==> config.mk <==
export PLATFORM = sky130hd
export DESIGN_NAME = motor_command_frame_decoder
export DESIGN_NICKNAME = d
export VERILOG_FILES = /design/src/hw/rtl/mcfd_pkg.sv /design/src/hw/rtl/motor_command_frame_decoder.sv
export VERILOG_INCLUDE_DIRS = /design/src /design/src/hw/rtl
export SDC_FILE = /design/constraint.sdc
export NUM_CORES = 1
export LEC_CHECK = 0
export ABC_CLOCK_PERIOD_IN_PS = 3000
export BUFFER_PORTS_ARGS = -buffer_cell sky130_fd_sc_hd__buf_2
export CAP_MARGIN = 10
export CORE_UTILIZATION = 54
export CTS_CLUSTER_DIAMETER = 150
export CTS_CLUSTER_SIZE = 40
export DETAILED_ROUTE_END_ITERATION = 8
export MAX_ROUTING_LAYER = met4
export PLACE_DENSITY = 0.76
export SYNTH_ARGS = -nofsm -noshare
export SYNTH_HDL_FRONTEND = slang
export SYNTH_SLANG_ARGS = --single-unit
==> constraint.sdc <==
create_clock -name i_clk -period 3 [get_ports i_clk]
set_input_delay 0.3 -clock i_clk [delete_from_list [all_inputs] [get_ports i_clk]]
set_output_delay 0.3 -clock i_clk [all_outputs]
set_load 0.02 [all_outputs]
==> src/hw/rtl/motor_command_frame_decoder_defines.svh <==
// assertion macros shared by the motor command frame decoder rtl
`ifndef MOTOR_COMMAND_FRAME_DECODER_DEFINES_SVH
`define MOTOR_COMMAND_FRAME_DECODER_DEFINES_SVH

`ifndef SYNTHESIS

// same-cycle implication, disabled while reset is held
`define MCFD_ASSERT_IMP(lbl, clk, rst_n, ante, cons) \
    lbl: assert property (@(posedge clk) disable iff (!(rst_n)) (ante) |-> (cons)) \
        else $error("mcfd assertion failed");

// next-cycle implication, disabled while reset is held
`define MCFD_ASSERT_NXT(lbl, clk, rst_n, ante, cons) \
    lbl: assert property (@(posedge clk) disable iff (!(rst_n)) (ante) |=> (cons)) \
        else $error("mcfd assertion failed");

`else

`define MCFD_ASSERT_IMP(lbl, clk, rst_n, ante, cons)
`define MCFD_ASSERT_NXT(lbl, clk, rst_n, ante, cons)

`endif

`endif

==> src/hw/rtl/mcfd_pkg.sv <==
// types, constants and mode decode for the motor command frame decoder
package mcfd_pkg;

    localparam int WIN_LEN = 9;
    localparam int MOTORS  = 4;

    localparam logic [7:0] WIN_FIRST_RST = 8'h66;
    localparam logic [7:0] WIN_LAST_RST  = 8'h99;

    // configuration register indexes
    localparam logic [1:0] CFG_START_MARKER = 2'd0;
    localparam logic [1:0] CFG_END_MARKER   = 2'd1;
    localparam logic [1:0] CFG_SLOW_SPEED   = 2'd2;
    localparam logic [1:0] CFG_FAST_SPEED   = 2'd3;

    localparam logic [7:0] START_MARKER_RST = 8'h66;
    localparam logic [7:0] END_MARKER_RST   = 8'h99;
    localparam logic [7:0] SLOW_SPEED_RST   = 8'd100;
    localparam logic [7:0] FAST_SPEED_RST   = 8'd255;

    // motor directions
    localparam logic [1:0] DIR_RELEASED = 2'd0;
    localparam logic [1:0] DIR_FORWARD  = 2'd1;
    localparam logic [1:0] DIR_BACKWARD = 2'd2;

    // mode nibble codes
    localparam logic [3:0] MODE_RELEASE  = 4'd0;
    localparam logic [3:0] MODE_FWD_STOP = 4'd1;
    localparam logic [3:0] MODE_FWD_SLOW = 4'd2;
    localparam logic [3:0] MODE_FWD_FAST = 4'd3;
    localparam logic [3:0] MODE_BWD_STOP = 4'd4;
    localparam logic [3:0] MODE_BWD_SLOW = 4'd5;
    localparam logic [3:0] MODE_BWD_FAST = 4'd6;

    typedef struct packed {
        logic [1:0] dir;
        logic [7:0] speed;
    } t_motor;

    // mode nibble, then speed byte override
    function automatic t_motor motor_update(
        input t_motor     old_m,
        input logic [3:0] mode,
        input logic [7:0] spd_byte,
        input logic [7:0] slow,
        input logic [7:0] fast
    );
        t_motor m;
        m = old_m;
        case (mode)
            MODE_RELEASE:  begin m.dir = DIR_RELEASED; m.speed = 8'd0; end
            MODE_FWD_STOP: begin m.dir = DIR_FORWARD;  m.speed = 8'd0; end
            MODE_FWD_SLOW: begin m.dir = DIR_FORWARD;  m.speed = slow; end
            MODE_FWD_FAST: begin m.dir = DIR_FORWARD;  m.speed = fast; end
            MODE_BWD_STOP: begin m.dir = DIR_BACKWARD; m.speed = 8'd0; end
            MODE_BWD_SLOW: begin m.dir = DIR_BACKWARD; m.speed = slow; end
            MODE_BWD_FAST: begin m.dir = DIR_BACKWARD; m.speed = fast; end
            default:       m = old_m;
        endcase
        if (spd_byte != 8'd0 && m.dir != DIR_RELEASED) begin
            m.speed = spd_byte;
        end
        return m;
    endfunction

endpackage

==> src/hw/rtl/motor_command_frame_decoder.sv <==
// motor command frame decoder top level
// Takes one received byte per request on the rx channel and shifts it into a
// nine-byte window. When the window starts with the start marker, ends with the
// end marker, and its eighth byte equals the xor of bytes two to seven, the
// frame is decoded: four mode nibbles (motor one in the high nibble of the
// second byte) set direction and preset speed, mode codes 7 to 15 keep the
// motor's previous setting, and a nonzero speed byte overrides the speed of any
// motor that is not released. Each good frame gives one result request with
// all four directions and speeds; other bytes give none. A byte is decoded in
// the cycle it is taken, and the result appears in the output register in the
// next cycle, so the block takes one byte per clock as long as the result side
// drains; rx ready drops only while a result is held and not taken. The user must
// write configuration through the plain write port only while idle, which the
// block does not enforce; marker/speed registers reset to 0x66, 0x99, 100, 255.
`include "motor_command_frame_decoder_defines.svh"

module motor_command_frame_decoder
    import mcfd_pkg::*;
(
    input  logic       i_clk,
    input  logic       i_rst_n,

    // configuration write port
    input  logic       i_cfg_we,
    input  logic [1:0] i_cfg_addr,
    input  logic [7:0] i_cfg_wdata,

    // received byte channel
    input  logic       i_rx_valid,
    output logic       o_rx_ready,
    input  logic [7:0] i_rx_byte,

    // decoded frame channel
    output logic       o_res_valid,
    input  logic       i_res_ready,
    output logic [1:0] o_dir_one,
    output logic [7:0] o_speed_one,
    output logic [1:0] o_dir_two,
    output logic [7:0] o_speed_two,
    output logic [1:0] o_dir_three,
    output logic [7:0] o_speed_three,
    output logic [1:0] o_dir_four,
    output logic [7:0] o_speed_four
);

    // configuration registers
    logic [7:0] r_start_marker;
    logic [7:0] r_end_marker;
    logic [7:0] r_slow_speed;
    logic [7:0] r_fast_speed;

    // byte window, index 0 is the oldest byte
    logic [7:0] r_win [WIN_LEN];
    logic [7:0] n_win [WIN_LEN];

    // motor state and result register
    t_motor     r_motor [MOTORS];
    t_motor     n_motor [MOTORS];
    t_motor     r_out   [MOTORS];
    logic       r_res_valid;

    logic       w_rx_acc;
    logic       w_frame_ok;
    logic [7:0] w_check;
    logic       w_released_ok;

    // a byte may enter whenever the result register is empty or draining
    assign o_rx_ready = !r_res_valid || i_res_ready;
    assign w_rx_acc   = i_rx_valid && o_rx_ready;

    // window as it stands once the new byte is shifted in
    always_comb begin
        for (int k = 0; k < WIN_LEN - 1; k++) begin
            n_win[k] = r_win[k + 1];
        end
        n_win[WIN_LEN - 1] = i_rx_byte;
    end

    // frame check on the shifted window
    assign w_check = n_win[1] ^ n_win[2] ^ n_win[3] ^ n_win[4] ^ n_win[5] ^ n_win[6];
    assign w_frame_ok = (n_win[0] == r_start_marker)
                     && (n_win[WIN_LEN - 1] == r_end_marker)
                     && (w_check == n_win[7]);

    // per motor decode: even motors use the high nibble
    always_comb begin
        for (int m = 0; m < MOTORS; m++) begin
            n_motor[m] = motor_update(
                r_motor[m],
                (m % 2 == 0) ? n_win[1 + m / 2][7:4] : n_win[1 + m / 2][3:0],
                n_win[3 + m],
                r_slow_speed,
                r_fast_speed
            );
        end
    end

    // configuration writes
    always_ff @(posedge i_clk) begin
        if (!i_rst_n) begin
            r_start_marker <= START_MARKER_RST;
            r_end_marker   <= END_MARKER_RST;
            r_slow_speed   <= SLOW_SPEED_RST;
            r_fast_speed   <= FAST_SPEED_RST;
        end else if (i_cfg_we) begin
            case (i_cfg_addr)
                CFG_START_MARKER: r_start_marker <= i_cfg_wdata;
                CFG_END_MARKER:   r_end_marker   <= i_cfg_wdata;
                CFG_SLOW_SPEED:   r_slow_speed   <= i_cfg_wdata;
                CFG_FAST_SPEED:   r_fast_speed   <= i_cfg_wdata;
                default:          ;
            endcase
        end
    end

    // window shift, motor state commit and result hand-off
    always_ff @(posedge i_clk) begin
        if (!i_rst_n) begin
            r_win[0] <= WIN_FIRST_RST;
            for (int k = 1; k < WIN_LEN - 1; k++) begin
                r_win[k] <= 8'd0;
            end
            r_win[WIN_LEN - 1] <= WIN_LAST_RST;
            for (int m = 0; m < MOTORS; m++) begin
                r_motor[m] <= '{dir: DIR_RELEASED, speed: 8'd0};
            end
            r_res_valid <= 1'b0;
        end else begin
            if (w_rx_acc) begin
                r_win <= n_win;
                if (w_frame_ok) begin
                    r_motor <= n_motor;
                end
            end
            // new result replaces a drained one, else clear on drain
            if (w_rx_acc && w_frame_ok) begin
                r_res_valid <= 1'b1;
            end else if (i_res_ready) begin
                r_res_valid <= 1'b0;
            end
        end
    end

    // result payload, no reset needed
    always_ff @(posedge i_clk) begin
        if (w_rx_acc && w_frame_ok) begin
            r_out <= n_motor;
        end
    end

    assign o_res_valid   = r_res_valid;
    assign o_dir_one     = r_out[0].dir;
    assign o_speed_one   = r_out[0].speed;
    assign o_dir_two     = r_out[1].dir;
    assign o_speed_two   = r_out[1].speed;
    assign o_dir_three   = r_out[2].dir;
    assign o_speed_three = r_out[2].speed;
    assign o_dir_four    = r_out[3].dir;
    assign o_speed_four  = r_out[3].speed;

    // every released motor sits at speed zero
    always_comb begin
        w_released_ok = 1'b1;
        for (int m = 0; m < MOTORS; m++) begin
            if (r_motor[m].dir == DIR_RELEASED && r_motor[m].speed != 8'd0) begin
                w_released_ok = 1'b0;
            end
        end
    end

    // a held result blocks new bytes
    `MCFD_ASSERT_IMP(a_hold_blocks_rx, i_clk, i_rst_n, r_res_valid && !i_res_ready, !o_rx_ready)

    // a good frame always lands in the result register
    `MCFD_ASSERT_NXT(a_frame_gives_result, i_clk, i_rst_n, w_rx_acc && w_frame_ok, r_res_valid)

    // a released motor always sits at speed zero
    `MCFD_ASSERT_IMP(a_released_stopped, i_clk, i_rst_n, 1'b1, w_released_ok)

endmodule

# == Yosys cells after proc, flatten, opt, wreduce, memory -nomap -nowiden ==
# Index checks and enable logic that the tools add are counted.
# classes
eq_ne,30
mux,10
bitwise_logic,5
reduce_logical,29
# ops
cell,n
one-hot mux 10 bit (7 select lines),4
"equality test 4 x 3 -> 1 bit, second input constant",12
XOR 8 bit,5
"equality test 4 x 2 -> 1 bit, second input constant",8
2-to-1 mux 8 bit,4
nonzero test 8 bit,4
equality test 8 bit,3
"equality test 4 x 1 -> 1 bit, second input constant",4
zero test 4 bit,4
AND reduction 2 bit,5
nonzero test 2 bit,5
logical AND 1 bit,8
"equality test 2 bit, second input constant",2
"equality test 2 x 1 -> 1 bit, second input constant",1
zero test 2 bit,1
2-to-1 mux 1 bit,2
zero test 1 bit,1
logical OR 1 bit,1
# word_totals
ff_bits,177
input_bits,23
out_inout_bits,42
word_cells,103

# == Depth between registers and ports, before layout ==
# Gate-level depths: netlist of run 1.
# depth
ltp_word,9
depth_mapped,9
mapped_depth_nobuf,6

# == Least setup slack after synthesis of run 1 ==
# Ideal clock, no wire load.
# synth_timing
kind,flip-flop to flip-flop
from,reg r_win (netlist bit n_win[61])
to,reg r_out (netlist bit o_dir_four[0]) (enable)
setup_time_ns,0.382
t_arrival_ns,2.629
t_required_ns,2.618
setup_slack_ns,-0.011
stages_incl_launch_ff,7
synth_period_minus_slack_ns,3.011
path_cell_list,dfxtp_1 > clkbuf_1 > xnor2_1 > xnor3_1 > or4_1 > nor4_2 > buf_2
# synth_via
elab_chain_len,8
# synth_lines
element,line,rtl
"start, declared",motor_command_frame_decoder.sv:53,logic [7:0] r_win [WIN_LEN];
"start signal, assigned",motor_command_frame_decoder.sv:130,r_win <= n_win;
XOR 8 bit (5 in a row),motor_command_frame_decoder.sv:80,assign w_check = n_win[1] ^ n_win[2] ^ n_win[3] ^ n_win[4] ^ n_win[5] ^ n_win[6];
equality test 8 bit,motor_command_frame_decoder.sv:83,&& (w_check == n_win[7]);
logical AND 1 bit,motor_command_frame_decoder.sv:83,
logical AND 1 bit,motor_command_frame_decoder.sv:146,if (w_rx_acc && w_frame_ok) begin
"end signal, assigned",motor_command_frame_decoder.sv:147,r_out <= n_motor;
"end, declared",motor_command_frame_decoder.sv:59,t_motor r_out [MOTORS];
# Every way passes these cells.
# A chain may end at the register's enable or synchronous reset.

# == Worst setup path in the final report of run 1 ==
# layout_timing
from,reg r_win (netlist bit n_win[25])
to,reg r_motor[8] (netlist name)
# layout_via
elab_chain_len,5
# layout_lines
element,line,rtl
XOR 8 bit (2 in a row),motor_command_frame_decoder.sv:80,
equality test 8 bit,motor_command_frame_decoder.sv:83,
logical AND 1 bit,motor_command_frame_decoder.sv:83,
AND reduction 2 bit (no line),-,
"end signal, assigned by index",motor_command_frame_decoder.sv:125,"r_motor[m] <= '{dir: DIR_RELEASED, speed: 8'd0};"
"end signal, assigned",motor_command_frame_decoder.sv:132,r_motor <= n_motor;
"end, declared",motor_command_frame_decoder.sv:57,t_motor r_motor [MOTORS];
# Every way passes these cells.

==> results of run 1 <==
==> worst register-to-register path, stage by stage (launching register included) <==
cell     delay [ns]
dfxtp_1        0.34
xnor3_1        0.41
xnor3_1        0.35
or4_1          0.54
or4_1          0.52
buf_4          0.26
mux2i_1        0.20
nor2_1         0.05
==> sequential cells by signal, indices dropped and copies added (netlist names) <==
name,flops
o_speed_one,8
o_speed_four,8
r_slow_speed,8
o_dir_two,2
o_dir_one,2
o_dir_four,2
r_end_marker,8
o_speed_three,8
r_fast_speed,8
o_speed_two,8
r_motor,40
o_res_valid,1
n_win,64
r_start_marker,8
o_dir_three,2
==> worst max-delay path by stage <==
stage	to	slack [ns]	depth (start not counted)
5_1_grt	r_motor[28]	0.11	7
3_5_place_dp	r_motor[8]	0.21	7
2_1_floorplan	o_dir_four[0]	0.21	6
3_3_place_gp	r_motor[23]	0.29	7
4_1_cts	r_motor[8]	0.21	7
6_report	r_motor[8]	0.21	7
==> stage by stage <==
step	total power, mW	utilization (%)	hold slack, ns	std cells
final	5.09	64.3	0.118	1265
after global routing	5.24	64.3	0.115	1265
after CTS	5.10	64.3	0.110	1265
after detailed placement	2.86	60.3	0.458	1233
after global placement	2.85	60.3	0.452	1233
after floorplan	2.74	-	0.424	989
==> cell families after synthesis <==
group           synth area share [%]
simple gates                    18.6
compound gates                  20.9
flops                           45.9
buf+inv                         4.41
xor+xnor                        7.45
mux                             2.68
fa+ha+maj                      0.116
==> cells in the final DEF (no fill, tap or decap), drive strengths merged, types with 4 or more instances in the layout <==
| master | n |
|---|---|
| a22oi | 10 |
| xnor3 | 16 |
| a21o | 25 |
| a31oi | 32 |
| o21ai | 11 |
| or4 | 13 |
| nand2 | 259 |
| clkbuf | 23 |
| a21oi | 112 |
| nor3 | 14 |
| buf | 114 |
| clkinv | 4 |
| a211oi | 19 |
| o211ai | 4 |
| xnor2 | 18 |
| mux2i | 23 |
| a221o | 19 |
| xor2 | 14 |
| dfxtp | 137 |
| o311ai | 4 |
| or3b | 4 |
| nand3 | 13 |
| nand2b | 8 |
| inv | 18 |
| nor4 | 4 |
| and3 | 8 |
| nor2 | 32 |
| nand3b | 5 |
| edfxtp | 40 |
| a32oi | 23 |
==> power by group <==
group | internal [mW] | switching, mW
clock | 1.34 | 0.942
combinational | 0.122 | 0.167
sequential | 2.46 | 0.0605
==> routing by layer <==
metal  GRT usage, %  vias to the layer above
met5              -                        -
met4           15.7                        0
met3           5.88                      100
met2           44.9                      412
met1           40.7                     3566
li1               -                     3622
==> cell type report <==
class	count	area, sq um
clock inverters	9	86.3
flip-flops and latches	177	3940
multi-input cells	716	4290
repair buffers	114	721
well taps	211	264
inverters	15	57.6
fillers	1279	5480
clock buffers	23	532
==> metrics, run 1 <==
outcome finished clean; synthesized instance count 989; Mapped Nets 1012; Initial Util between 50% and 60%; vias per cell just over 6; reg2reg start n_win[25]; CP Data Required Time 3.31 ns; DRT antenna net count 0; Cell Area, Synth 8600 sq um; final setup violation count 0; GP Congestion 0.930; initial antenna violation count 0; first-pass GRT wire length 37400 microns; final hold violations 0; final instance area between 9000 and 10000 sq um; Slew @ Worst Pin between 1 and 1.5 ns; Achievable Freq about 360 MHz; biggest cell delay along the critical path between 0.5 and 0.6 ns; met2 wire length roughly 10000 microns; Reg2Reg Setup Slack around 0.21 ns; r2r endpoint r_motor[8]; Tcrit/Tclk final roughly 93%; Setup TNS 0 ns; Pre-antenna DRT Iters 6; Async SR Flop Fraction 0%; IO Count 65; Synth area leaders dfxtp_1, edfxtp_1, nand2_1; crit path DAT 3.10 ns; number of global-route vias before repair 7016; clock-pin slew on the worst setup and hold paths 0.07 ns; pre-CTS WS about 0.21 ns; Root Buffer clkbuf_16; hold buffers post-CTS 0; Hold Crit Class input port to flop; Nets 1064; CP Launch Type flop; wl on met1 9890 microns; Yosys warnings 0; Top FF cell, synth dfxtp_1; met3 WL 2180 microns; critical path buffer and inverter count 1; LEAKAGE 4.10 nW; syn_area_per_cell 8.69 sq um; Cell variety after synth 48; CTS-repair resized insts 0; Slew HR about 28%; CTS buffer count 17; CTS tree done; Max H-tree Level 4; largest net degree at the start of global routing 73; Seq/Total Area, Yosys between 40% and 50%; Power Density 515 nW/um^2; antenna cells 0; DRC Markers 0; post-synth top area share a little under a third; Die ar. around 16000 sq um; PortBufs between 60 and 70; unrepaired setup endpoints after global routing no; worst vdd ir approximately 0.00040 V; Routed WL per cell around 19 microns; setup ws final 0.211 ns; Yosys reg bits between 150 and 200; Post-synth EDFFs 40; Routed Wire Length approximately 23000 microns; cells along the critical path xnor3_1 -> xnor3_1 -> or4_1 -> or4_1 -> buf_4 -> mux2i_1 -> nor2_1; DP HPWL between 15000 and 20000 microns; Area Growth Syn to Fin 15.1%; Setup Buffers After CTS 0; initial DRC count about 1100; CTS Buffer Depth 2; grt ovf 0; Max-Cap Viols 0; crit end category flop; Synth top cells by count nand2_1, dfxtp_1, a21oi_1, clkbuf_1, edfxtp_1; total global-route track usage a little under a third; R2R cell count 7; launch point of the worst hold path i_rx_byte[1]; critical path's slowest cell or4_1; worst hold stages 3; Final Skew about 0.013 ns; Worst Hold End n_win[9]; fin. max-slew vios 0; Critical Path Start n_win[25]; num rows 45; Final min period 2.79 ns; Critical Path Fanout Max 28; Clk Latency, worst-skew pair between 0.4 and 0.5 ns; Core ar. about 15000 sq um; leading area contributor after synthesis dfxtp_1; Die X approximately 130 microns; vias post-DR 7700; CP top delay family simple AND/OR/NAND/NOR gates; share of cells above drive strength 1 ~15%; CP Class flop to flop; CTS sink count ~180; Die Y-Extent ~130 microns; post-place instance area approximately 9300 sq um; most frequent cell after synthesis nand2_1; max layer used met4
No activity file was read; power rests on OpenSTA's default activity.
==> run 2, diff against run 1 <==
--- a/config.mk
+++ b/config.mk
@@ -6,15 +6,15 @@
 export SDC_FILE = /design/constraint.sdc
 export NUM_CORES = 1
 export LEC_CHECK = 0
+export ABC_AREA = 1
 export ABC_CLOCK_PERIOD_IN_PS = 3000
 export BUFFER_PORTS_ARGS = -buffer_cell sky130_fd_sc_hd__buf_2
 export CAP_MARGIN = 10
-export CORE_UTILIZATION = 54
+export CORE_UTILIZATION = 30
 export CTS_CLUSTER_DIAMETER = 150
 export CTS_CLUSTER_SIZE = 40
 export DETAILED_ROUTE_END_ITERATION = 8
 export MAX_ROUTING_LAYER = met4
-export PLACE_DENSITY = 0.76
 export SYNTH_ARGS = -nofsm -noshare
 export SYNTH_HDL_FRONTEND = slang
 export SYNTH_SLANG_ARGS = --single-unit
==> metrics, run 2 <==
biggest cell delay along the critical path 0.46 ns (was 0.54 ns); CTS-repair resized insts 0 (unchanged); total global-route track usage 19.1% (was 30.7%); initial DRC count 824 (was 1136); setup ws final 0.395 ns (was 0.211 ns); Die ar. 30900 sq um (was 16400 sq um); worst hold stages 3 (unchanged); unrepaired setup endpoints after global routing no (unchanged); pre-CTS WS 0.446 ns (was 0.206 ns); CP Data Required Time 3.33 ns (was 3.31 ns); hold buffers post-CTS 0 (unchanged); most frequent cells in the layout nand2_1, nor2_1, dfxtp_1, inv_1, nand3_1 (was nand2_1, dfxtp_1, a21oi_1, buf_2, buf_4); initial antenna violation count 0 (unchanged); Slew @ Worst Pin 0.752 ns (was 1.07 ns); Critical Path Fanout Max 13 (was 28); final setup violation count 0 (unchanged); Yosys warnings 0 (unchanged); Nets 1366 (was 1064); cell mode on critical path nand2_1; final instance area 10300 sq um (was 9890 sq um); critical path's slowest cell nand2_1 (was or4_1); post-place instance area 9680 sq um (was 9270 sq um); synthesized instance count 1297 (was 989); Fillers 3191 (was 1279); Final min period 2.60 ns (was 2.79 ns); LEAKAGE 4.59 nW (was 4.10 nW); Seq/Total Area, Yosys 43.6% (was 45.9%); Area Growth Syn to Fin 13.7% (was 15.1%); CTS sink count 177 (unchanged); DRT antenna net count 0 (unchanged); clock-pin slew on the worst setup and hold paths 0.07 ns (about the same); vias post-DR 8632 (was 7700); CTS Buffer Depth 2 (unchanged); fin. max-slew vios 0 (unchanged); met1 Use GR 25.0% (was 40.7%); outcome finished clean (unchanged); crit path DAT 2.93 ns (was 3.10 ns); first-pass GRT wire length 44000 microns (was 37400 microns); GR Layer Usage met3 3.10% (was 5.88%); Setup TNS 0 ns (unchanged); GP Congestion 0.964 (was 0.930); Die X 176 microns (was 128 microns); most frequent cell after synthesis nand2_1 (unchanged); Mapped Nets 1320 (was 1012); post-layout util 34.7% (was 64.3%); worst vdd ir 0.000413 V (was 0.000404 V); final hold violations 0 (unchanged); Pre-antenna DRT Iters 7 (was 6); CP Class flop to flop (unchanged); vias per cell 4.94 (was 6.09); Largest register FFs 64 (unchanged); Clk Latency, worst-skew pair 0.43 ns (was 0.44 ns); Die Y-Extent 176 microns (was 128 microns); Final Skew 0.0109 ns (was 0.0129 ns); Initial Util 30.5% (was 55.9%); Cell Area, Synth 9050 sq um (was 8600 sq um); Hold Crit Class input port to flop (unchanged); share of cells above drive strength 1 13.1% (was 14.9%); Max-Cap Viols 0 (unchanged); CTS buffer count 17 (unchanged); cells along the critical path inv_2 -> nand2_1 -> nand2_1 -> o22ai_1 -> o21ai_4 -> inv_2 -> nand2_1 -> nand2_1 -> nand3_1 -> nand2_1 -> nor2_1 (was xnor3_1 -> xnor3_1 -> or4_1 -> or4_1 -> buf_4 -> mux2i_1 -> nor2_1); Routed Wire Length 27800 microns (was 23500 microns); IO Count 65 (unchanged); number of global-route vias before repair 7810 (was 7016); CTS tree done (unchanged); CP Launch Type flop (unchanged); R2R cell count 11 (was 7); Core ar. 29600 sq um (was 15400 sq um); Routed WL per cell 15.9 microns (was 18.5 microns); Tcrit/Tclk final 86.8% (was 93.0%); Async SR Flop Fraction 0% (unchanged); crit end category flop (unchanged); leading area contributor after synthesis dfxtp_1 (unchanged); grt ovf 0 (unchanged); syn_area_per_cell 6.98 sq um (was 8.69 sq um); Root Buffer clkbuf_16 (unchanged); met2 Track Usage GR 29.2% (was 44.9%); grt peak-use layer met2 (unchanged); Power Density 574 nW/um^2 (was 515 nW/um^2); DP HPWL 20800 microns (was 15800 microns); Top FF cell, synth dfxtp_1 (unchanged); Synth area leaders dfxtp_1, nand2_1, edfxtp_1 (was dfxtp_1, edfxtp_1, nand2_1); Yosys reg bits 177 (unchanged); largest net degree at the start of global routing 81 (was 73); post-synth top area share 30.3% (was 31.9%); Cell variety after synth 41 (was 48); DRC Markers 0 (unchanged); most common cell after layout, fill and taps aside nand2_1 (unchanged); Achievable Freq 384 MHz (was 359 MHz); Slew HR 49.6% (was 27.9%); Setup Buffers After CTS 0 (unchanged); Post-synth EDFFs 40 (unchanged); antenna cells 0 (unchanged); Max H-tree Level 4 (unchanged); Synth top cells by count nand2_1, nor2_1, dfxtp_1, inv_1, nand3_1 (was nand2_1, dfxtp_1, a21oi_1, clkbuf_1, edfxtp_1); PortBufs 64 (unchanged); num rows 63 (was 45)
run 2: cell type report:
type | count | area [sq um] | area share, %
multi-input combinational | 913 | 4220 | 41.0
sequential | 177 | 3940 | 38.3
inverter | 157 | 594 | 5.78
tap | 390 | 488 | 4.74
clock buffer | 22 | 485 | 4.72
timing repair buffer | 77 | 433 | 4.21
clock inverter | 10 | 121 | 1.18
run 2: power breakdown:
part	switching [mW]	total, mW	leakage [nW]	internal (mW)
sequential	0.0994	2.63	1.49	2.54
combinational	0.680	0.956	2.80	0.276
clock	0.985	2.32	0.301	1.33
total	1.76	5.91	4.59	4.14
run 2: kinds of logic (layout without fill, tap and decap cells):
| family | after synthesis | count (layout) | share of synthesized area (%) |
|---|---|---|---|
| simple gates | 701 | 701 | 33.2 |
| buf+inv | 207 | 266 | 9.84 |
| compound gates | 205 | 205 | 12.7 |
| flops | 177 | 177 | 43.6 |
| xor+xnor | 7 | 7 | 0.677 |
run 2: metrics by stage:
step / hold WS (ns) / total power, mW / instances
floorplan: 0.426 / 3.32 / 1297
global placement: 0.453 / 3.63 / 1714
detailed placement: 0.460 / 3.63 / 1714
CTS: 0.156 / 5.95 / 1746
global route: 0.165 / 6.18 / 1746
finish: 0.159 / 5.91 / 1746
run 2: worst max-delay path: cells and delay by family, from the launching register on:
kind | cells | cell delay [ns]
AO/OA/AOI/OAI | 2 | 0.52
flip-flops | 1 | 0.43
buffers and inverters | 2 | 0.34
AND/OR/NAND/NOR | 7 | 1.19
run 2: final timing paths:
| path | startpoint | endpoint | slack (ns) |
|---|---|---|---|
| worst max-delay path | n_win[55] | r_motor[16] | 0.40 |
| worst min register to register | n_win[70] | n_win[70] | 0.47 |
| worst max register to register | n_win[55] | r_motor[16] | 0.40 |
| worst min-delay path | i_cfg_wdata[2] | r_slow_speed[2] | 0.16 |
run 2: metal layers:
layer	wire [microns]	vias up
met1	12800	3977
met2	12300	293
met3	1600	59
met5	0	-
met4	1040	0
li1	-	4303
